--- src/sv/hashed_pair_sum_matcher_assert.svh ---
// ----------------------------------------------------------------------------
// Hashed pair-sum matcher: assertion macros
// Shared property wrappers on the block clock with the synchronous reset.
// ----------------------------------------------------------------------------
`ifndef HASHED_PAIR_SUM_MATCHER_ASSERT_SVH
`define HASHED_PAIR_SUM_MATCHER_ASSERT_SVH

// The consequent must hold in the same cycle as the antecedent.
`define HPSM_CHK_SAME(lbl, ante, cons, msg) \
    lbl: assert property (@(posedge i_clk) disable iff (!i_rst_n) (ante) |-> (cons)) \
        else $error(msg);

// The consequent must hold in the cycle after the antecedent.
`define HPSM_CHK_NEXT(lbl, ante, cons, msg) \
    lbl: assert property (@(posedge i_clk) disable iff (!i_rst_n) (ante) |=> (cons)) \
        else $error(msg);

`endif

--- src/sv/hpsm_pkg.sv ---
// ----------------------------------------------------------------------------
// Hashed pair-sum matcher: package
// Sizes, table row layout, outcome codes, state encoding and the bucket hash.
// ----------------------------------------------------------------------------
`timescale 1ns / 1ps

package hpsm_pkg;

    // Table geometry: the bucket count is a power of two.
    localparam int unsigned BUCKET_W  = 8;
    localparam int unsigned BUCKETS   = 1 << BUCKET_W;
    localparam int unsigned WAYS      = 4;
    localparam int unsigned MAX_ITEMS = 1024;

    localparam int unsigned NUM_W     = 32;
    localparam int unsigned POS_W     = $clog2(MAX_ITEMS) + 1;
    localparam int unsigned EPOS_W    = $clog2(MAX_ITEMS);
    localparam int unsigned CNT_W     = $clog2(WAYS + 1);
    localparam int unsigned OUT_POS_W = 10;

    typedef logic [NUM_W-1:0]     t_num;
    typedef logic [POS_W-1:0]     t_pos;
    typedef logic [EPOS_W-1:0]    t_epos;
    typedef logic [CNT_W-1:0]     t_cnt;
    typedef logic [BUCKET_W-1:0]  t_bucket;
    typedef logic [OUT_POS_W-1:0] t_out_pos;

    // One bucket: keys and positions of its ways, plus the number of ways in use.
    typedef struct packed {
        logic [WAYS-1:0][NUM_W-1:0]  key;
        logic [WAYS-1:0][EPOS_W-1:0] pos;
        t_cnt                        cnt;
    } t_row;

    // Requests from the control to the table.
    typedef struct packed {
        logic    rd_en;
        t_bucket rd_addr;
        logic    wr_en;
        t_bucket wr_addr;
        logic    clear;
    } t_tbl_req;

    // Result of scanning one bucket row.
    typedef struct packed {
        logic  hit;
        t_epos hit_pos;
        t_cnt  count;
    } t_look;

    typedef enum logic [1:0] {
        OUT_PAIR = 2'd0,
        OUT_NONE = 2'd1,
        OUT_OVFL = 2'd2
    } t_outcome;

    typedef enum logic [1:0] {
        S_IDLE,
        S_LOOKUP,
        S_INSERT,
        S_EMIT
    } t_state;

    // Bucket of a 33-bit signed key: low bits of its magnitude.
    function automatic t_bucket bucket_of(input logic [NUM_W:0] key);
        t_bucket low;
        low = key[BUCKET_W-1:0];
        return key[NUM_W] ? t_bucket'(~low + t_bucket'(1)) : low;
    endfunction

endpackage

--- src/sv/hpsm_lookup.sv ---
// ----------------------------------------------------------------------------
// Hashed pair-sum matcher: row scan
// Compares a key against the used ways of one row and reports the newest
// match and the fill count.
// ----------------------------------------------------------------------------
`timescale 1ns / 1ps

module hpsm_lookup (
    input  hpsm_pkg::t_row  i_row,
    input  logic            i_live,
    input  hpsm_pkg::t_num  i_key,
    input  logic            i_key_ok,
    output hpsm_pkg::t_look o_look
);

    hpsm_pkg::t_cnt count;

    // A row that is not live counts as empty.
    assign count = i_live ? i_row.cnt : '0;

    // Ways fill in order, so the highest matching way is the newest one.
    always_comb begin
        o_look       = '0;
        o_look.count = count;
        for (int w = 0; w < hpsm_pkg::WAYS; w++) begin
            if ((hpsm_pkg::t_cnt'(w) < count) && (i_row.key[w] == i_key)) begin
                o_look.hit     = i_key_ok;
                o_look.hit_pos = i_row.pos[w];
            end
        end
    end

endmodule

--- config.mk ---
export PLATFORM = sky130hd
export DESIGN_NAME = hpsm_lookup
export DESIGN_NICKNAME = d
export VERILOG_FILES = /design/src/sv/hashed_pair_sum_matcher_assert.svh /design/src/sv/hpsm_pkg.sv /design/src/sv/hpsm_lookup.sv
export SDC_FILE = /design/constraint.sdc
export NUM_CORES = 1
export LEC_CHECK = 0
export ABC_AREA = 1
export BUFFER_PORTS_ARGS = -buffer_cell sky130_fd_sc_hd__buf_4
export CORE_MARGIN = 8
export CORE_UTILIZATION = 44
export DETAILED_ROUTE_END_ITERATION = 12
export PLACE_DENSITY = 0.91
export SYNTH_ARGS = -nofsm -noshare
export SYNTH_HDL_FRONTEND = slang
export SYNTH_SLANG_ARGS = --single-unit
export TNS_END_PERCENT = 50
--- constraint.sdc ---
create_clock -name vclk -period 3.7
set_clock_uncertainty 0.2 [all_clocks]
set_input_delay 0.185 -clock vclk [all_inputs]
set_output_delay 0.185 -clock vclk [all_outputs]
set_load 0.005 [all_outputs]
==> results of run 1 <==
[how the worst max path moves through the flow]
| stage | endpoint | slack [ns] | startpoint |
|---|---|---|---|
| finish | o_look[6] | 1.30 | i_key[21] |
| global placement | o_look[11] | 1.36 | i_key[21] |
| detailed placement | o_look[6] | 1.32 | i_key[21] |
| CTS | o_look[6] | 1.32 | i_key[21] |
| global route | o_look[11] | 1.10 | i_key[21] |
| floorplan | o_look[11] | 1.98 | i_key[10] |
[layer usage]
layer | vias up | wire [um] | track usage, %
met3 | 43 | 1530 | 8.39
li1 | 1991 | - | -
met5 | - | 0 | 0
met2 | 217 | 6300 | 52.8
met4 | 0 | 510 | 11.4
met1 | 1758 | 4610 | 29.6
[area by class of cell]
cell class	instances	area share (%)
Tap cell	72	2.14
Timing Repair Buffer	219	39.1
Inverter	89	7.95
Multi-Input combinational cell	423	50.8
[stage by stage]
stage	power (mW)	setup slack, ns
2_1_floorplan	0.159	1.98
3_3_place_gp	0.394	1.36
3_5_place_dp	0.402	1.32
4_1_cts	0.404	1.32
5_1_grt	0.445	1.10
6_report	0.407	1.30
[critical path: stages]
cell	delay, ns
buf_4	0.12
inv_1	0.19
o21ai_0	0.11
nor2_1	0.10
nand2_1	0.06
nor2_1	0.08
nand3_1	0.12
nor2_2	0.40
inv_2	0.18
nand2_1	0.12
nand2_1	0.09
a21oi_2	0.13
buf_4	0.12
[cell usage in the layout, fill, tap and decap left out, drive strengths merged, types with 4 or more instances in the layout]
| cell type | instances |
|---|---|
| a21oi | 29 |
| buf | 219 |
| inv | 89 |
| nand2 | 180 |
| nand3 | 18 |
| nor2 | 85 |
| o21ai | 38 |
| or2 | 4 |
| xnor2 | 31 |
| xor2 | 27 |
[kinds of logic (layout without fill, tap and decap cells)]
logic type / count (synthesis) / count (layout)
buffers and inverters: 97 / 308
XOR/XNOR: 58 / 58
AND/OR/NAND/NOR: 294 / 294
AO/OA/AOI/OAI: 71 / 71
[power breakdown]
group          internal [mW]  leakage, nW  switching, mW  total [mW]
clock                      0            0              0           0
sequential                 0            0              0           0
combinational          0.222         2.45          0.185       0.407
total                  0.222         2.45          0.185       0.407
==> results by group, run 1 <==
Final layout
  • Share of cells above drive strength 1: 35.6%
  • Design area: 4200 um2
  • Fin nets: 938
  • FF/Latch Area: 0 um2
  • N_diodes: 0
  • Sequential cell count: 0
  • FILL cells: 498
  • Multi-input gate area: 2140 um2
  • Area Overhead vs Synth: 64.9%
  • Clkbuf count: 0
  • Finished Core Util: 75.9%
  • Fin cells: between 800 and 900

Floorplan
  • DIE HEIGHT: 92.1 um
  • # IOs: 219
  • Die Width: 92.1 um
  • Initial Utilization: between 40% and 50%
  • Core ar.: ~5500 um2
  • Number of cell rows: 27
  • Die area: 8480 um2

Routing
  • Initial DRC Count: 151
  • DR WL/cell: between 15 and 20 um
  • DRC viols: 0
  • Via count: 4009
  • WL final: 12900 um
  • DR vias/cell: around 5.0
  • First-pass DRT Iterations: 5
  • Post-route ant nets: 0

Hold path
  • Hold Crit Start: i_row[42]
  • Worst hold path cell count: 4
  • Hold path endpoint: o_look[12]
  • Worst hold-check path type: in2out

Synthesis
  • Yosys top cell area share: around a quarter
  • Compound-Gate Fraction of Synth Area: 16.5%
  • Synth area leaders: nand2_1 27%, inv_1 11%, nor2_1 11%
  • Xor/xnor share of the synthesized area: 19.9%
  • Post-Synth Simple-Gate Area: roughly 47%
  • Mapped Cells: 520
  • Yosys cell types: 28
  • Top cells by count, synth: 180 x nand2_1, 76 x inv_1, 76 x nor2_1
  • Sequential-to-total area share from yosys stat: 0%
  • Syn Nets: 725
  • Top-count cell post-synth: nand2_1
  • Most area-hungry cell type in the Yosys netlist: nand2_1
  • Post-synthesis mux area share: 0%
  • Main combinational cell family by area after synthesis: simple AND/OR/NAND/NOR gates
  • Syn Area/Cell: 4.90 um2
  • Synth Area in Adders: 0%
  • Number of synthesis warnings: 0
  • Post-synthesis instance area: 2550 um2

Setup path
  • Critical path fanouts, max: 12
  • CP Capture Type: primary output
  • Critical Path RT: 3.31 ns
  • Crit Path Class: in2out
  • Critical path arrival: about 2.0 ns
  • Worst setup SP type: input port

STA
  • Final setup fails: 0
  • Worst Max-Slew Pin Slew: roughly 0.66 ns
  • Period Utilization, post-route: approximately two thirds
  • Final Hold Viols: 0
  • Fmax: 0.417 GHz
  • Hold slack final: 0.438 ns
  • Setup TNS: 0 ns
  • Final Critical Period: 2.40 ns
  • Rel. slew slack: 56.0%
  • Unrepaired setup endpoints after global routing: false
  • Max Slew Vio Count: 0

Global route
  • Vias in the first global route: 4139
  • Largest net degree at the start of global routing: 20
  • First-pass GRT wire length: roughly 20000 um
  • Antenna violations before repair: 0
  • Total Routing Usage GR: about 29%
  • Global route total overflow: 0

Placed design
  • Placed cells: 803
  • RD Place Congestion: roughly 0.97
  • Area after DPL: roughly 4200 um2
  • PortBufs: 219
  • Hpwl dp: 11700 um

Clocking
  • Post-CTS Setup Repair Bufs: 0
  • Post-CTS sizing: 0
  • # hold bufs at CTS: 0

Pwr
  • P_leak: 2.45 nW
  • Power density over cell area: 96.8 nW/um2
  • Max VDD drop: 0.0763 mV

Run status
  • Outcome: finished, final reports clean

Flow run
  • Max-cap check violation count: 0
Power figures use the tool's default switching activity.
==> run 2: changes to the inputs <==
--- a/config.mk
+++ b/config.mk
@@ -5,12 +5,12 @@
 export SDC_FILE = /design/constraint.sdc
 export NUM_CORES = 1
 export LEC_CHECK = 0
-export ABC_AREA = 1
+export ABC_AREA = 0
 export BUFFER_PORTS_ARGS = -buffer_cell sky130_fd_sc_hd__buf_4
 export CORE_MARGIN = 8
-export CORE_UTILIZATION = 44
+export CORE_UTILIZATION = 32
 export DETAILED_ROUTE_END_ITERATION = 12
-export PLACE_DENSITY = 0.91
+export PLACE_DENSITY = 0.8
 export SYNTH_ARGS = -nofsm -noshare
 export SYNTH_HDL_FRONTEND = slang
 export SYNTH_SLANG_ARGS = --single-unit
==> constraint.sdc (replaced) <==
create_clock -name vclk -period 2.15
set_clock_uncertainty 0.2 [all_clocks]
set_input_delay 0.1075 -clock vclk [all_inputs]
set_output_delay 0.1075 -clock vclk [all_outputs]
set_load 0.005 [all_outputs]
==> run 2 against run 1 <==
The run now ends with negative setup slack left. Global-route usage decreased by 3.6 points. Via count is 28% lower. Core utilization is 2.8 points lower. Synthesized cell count down 54%. Worst setup slack got worse by 1.4 ns. Final cell count fell by 30%. Non-clock buffer count rose by 33. Area after synthesis shrank 25%. Design area rose by 1.7%. Flip-flop and latch count unchanged. Critical path type unchanged. Largest cell class unchanged. Highest routed layer unchanged.
==> results by group, run 2 <==
Synthesis
  • Synth area leaders: xor2_1 43%, xnor2_1 16%, nor4_1 11%
  • Yosys top cell area share: 42.6%
  • Top cells by count, synth: 93 x xor2_1, 35 x xnor2_1, 33 x nor4_1
  • Top-count cell post-synth: xor2_1
  • Syn Nets: 445
  • Mapped Cells: 240
  • Post-synthesis instance area: 1910 um2
  • Sequential-to-total area share from yosys stat: 0%
  • Syn Area/Cell: around 8 um2
  • Number of synthesis warnings: 0
  • Yosys cell types: 22
  • Most area-hungry cell type in the Yosys netlist: xor2_1

Pwr
  • Max VDD drop: 0.166 mV
  • Combinational share of power: 100.0%
  • Sequential power share: 0%
  • Psw: approximately 0.3 mW
  • Int Pwr: 0.429 mW
  • P_leak: 1.92 nW
  • Power density over cell area: 170 nW/um2
  • Clk pwr share: 0%
  • Switching part of the total: 41.1%

Setup path
  • CP Capture Type: primary output
  • Max incr delay on CP: 0.33 ns
  • Critical Path RT: 1.84 ns
  • Slowest library cell on the worst path: nor4_4
  • Worst Path Buf+Inv: 5
  • Critical path arrival: 1.98 ns
  • Worst setup SP type: input port
  • CP cell instances: buf_4 > xor2_2 > nor4_1 > buf_4 > nand4_1 > nor4_4 > buf_6 > buf_4 > nor3b_4 > a311oi_2 > buf_4
  • Crit Path Class: in2out
  • Critical path fanouts, max: 6
  • Top cell family by delay on the critical path: simple AND/OR/NAND/NOR gates
  • Most used cell, CP: buf_4

Hold path
  • Hold path endpoint: o_look[1]
  • Hold Crit Start: i_live
  • Worst hold-check path type: in2out
  • Worst hold path cell count: 3

Floorplan
  • Number of cell rows: 28
  • Die Width: 93.3 um
  • DIE HEIGHT: 93.3 um
  • Initial Utilization: 32.7%
  • Die area: slightly below 9000 um2
  • # IOs: 219
  • Core ar.: between 5000 and 6000 um2

Routing
  • DR WL/cell: 21.5 um
  • DR vias/cell: 5.15
  • Post-route ant nets: 0
  • WL final: 12100 um
  • First-pass DRT Iterations: 6
  • Via count: 2890
  • Initial DRC Count: 93
  • DRC viols: 0

STA
  • Rel. slew slack: between 70% and 80%
  • Unrepaired setup endpoints after global routing: true
  • Final Hold Viols: 0
  • Fmax: 0.438 GHz
  • Setup WS post-layout: -0.135 ns
  • Final Critical Period: 2.29 ns
  • Final setup fails: 10
  • Max Slew Vio Count: 0
  • Worst Max-Slew Pin Slew: 0.352 ns
  • Hold slack final: 0.326 ns
  • Period Utilization, post-route: 106%

Run status
  • Outcome: finished with violations
  • Failing checks: negative setup slack

Placed design
  • Hpwl dp: between 10000 and 15000 um
  • Dpl ws: -0.508 ns
  • RD Place Congestion: 0.878
  • PortBufs: 219

Global route
  • First-pass GRT wire length: ~17000 um
  • Global route total overflow: 0
  • Vias in the first global route: 3225
  • Largest net degree at the start of global routing: 12
  • Total Routing Usage GR: 25.1%
  • Antenna violations before repair: 0

Final layout
  • Clkbuf count: 0
  • Area Overhead vs Synth: 124%
  • Most frequent cells in the layout: 228 x buf_4, 86 x xor2_1, 35 x xnor2_1
  • FILL cells: 445
  • Commonest non-fill, non-tap cell in the layout: buf_4
  • Share of cells above drive strength 1: between 60% and 70%
  • Sequential cell count: 0
  • FF/Latch Area: 0 um2
  • N_diodes: 0
  • Fin nets: 693

Flow run
  • Max-cap check violation count: 0
run 2: cell count changes after synthesis, sizes merged, moves of 3 or more:
cell and change:
a21oi -28, a311oi +10, inv -89, nand2 -170, nand4 +9, nor2 -84, nor3b +10, nor4 +35
o21ai -38, o22ai -3, or2 -4, xnor2 +4, xor2 +66
run 2: power groups by stage:
| stage | Clock [mW] | Combinational, mW | Sequential, mW |
|---|---|---|---|
| after floorplan | 0 | 0.196 | 0 |
| after global placement | 0 | 0.629 | 0 |
| after detailed placement | 0 | 0.641 | 0 |
| after CTS | 0 | 0.684 | 0 |
| after global routing | 0 | 0.773 | 0 |
| final | 0 | 0.729 | 0 |
run 2: final cells by class:
type	instances	area [um2]	area share [%]
multi-input cells	234	2150	50.3
well taps	75	93.8	2.19
repair buffers	252	2030	47.5
run 2: metal layers:
layer | GRT usage (%) | vias to the layer above | routed length (um)
met3 | 8.25 | 21 | 1050
met2 | 48.8 | 154 | 6450
met1 | 24.7 | 1353 | 4250
met5 | 0 | - | 0
met4 | 5.64 | 0 | 309
li1 | - | 1362 | -
run 2: kinds of logic (layout without fill, tap and decap cells):
family	after synthesis	in the layout	share of synthesized area (%)
xor+xnor	128	128	58.7
buf+inv	7	252	2.49
simple gates	92	93	32.7
compound gates	13	13	6.16
run 2: timing repair:
item	in CTS	in global routing
hold buffers	0	0
cloned	1	0
buffers inserted	6	0
gates resized for setup	36	26
pin swaps	18	15
setup endpoints to repair	11	11
run 2: through the flow:
step	utilization, %	TNS (ns)	instance area [um2]	power, mW	instances
after CTS	70.3	-0.761	4110	0.684	561
after floorplan	-	0	1910	0.196	240
after global placement	65.9	-5.34	3850	0.629	554
after detailed placement	65.9	-4.19	3850	0.641	554
final	73.1	-1.07	4280	0.729	561
after global routing	73.1	-2.49	4280	0.773	561
run 2: worst max-delay path by stage:
| stage | to | startpoint | depth (start not counted) |
|---|---|---|---|
| 4_1_cts | o_look[10] | i_row[150] | 10 |
| 3_3_place_gp | o_look[10] | i_key[22] | 9 |
| 5_1_grt | o_look[10] | i_row[117] | 11 |
| 3_5_place_dp | o_look[10] | i_key[13] | 10 |
| 2_1_floorplan | o_look[12] | i_key[13] | 7 |
| 6_report | o_look[12] | i_row[117] | 11 |
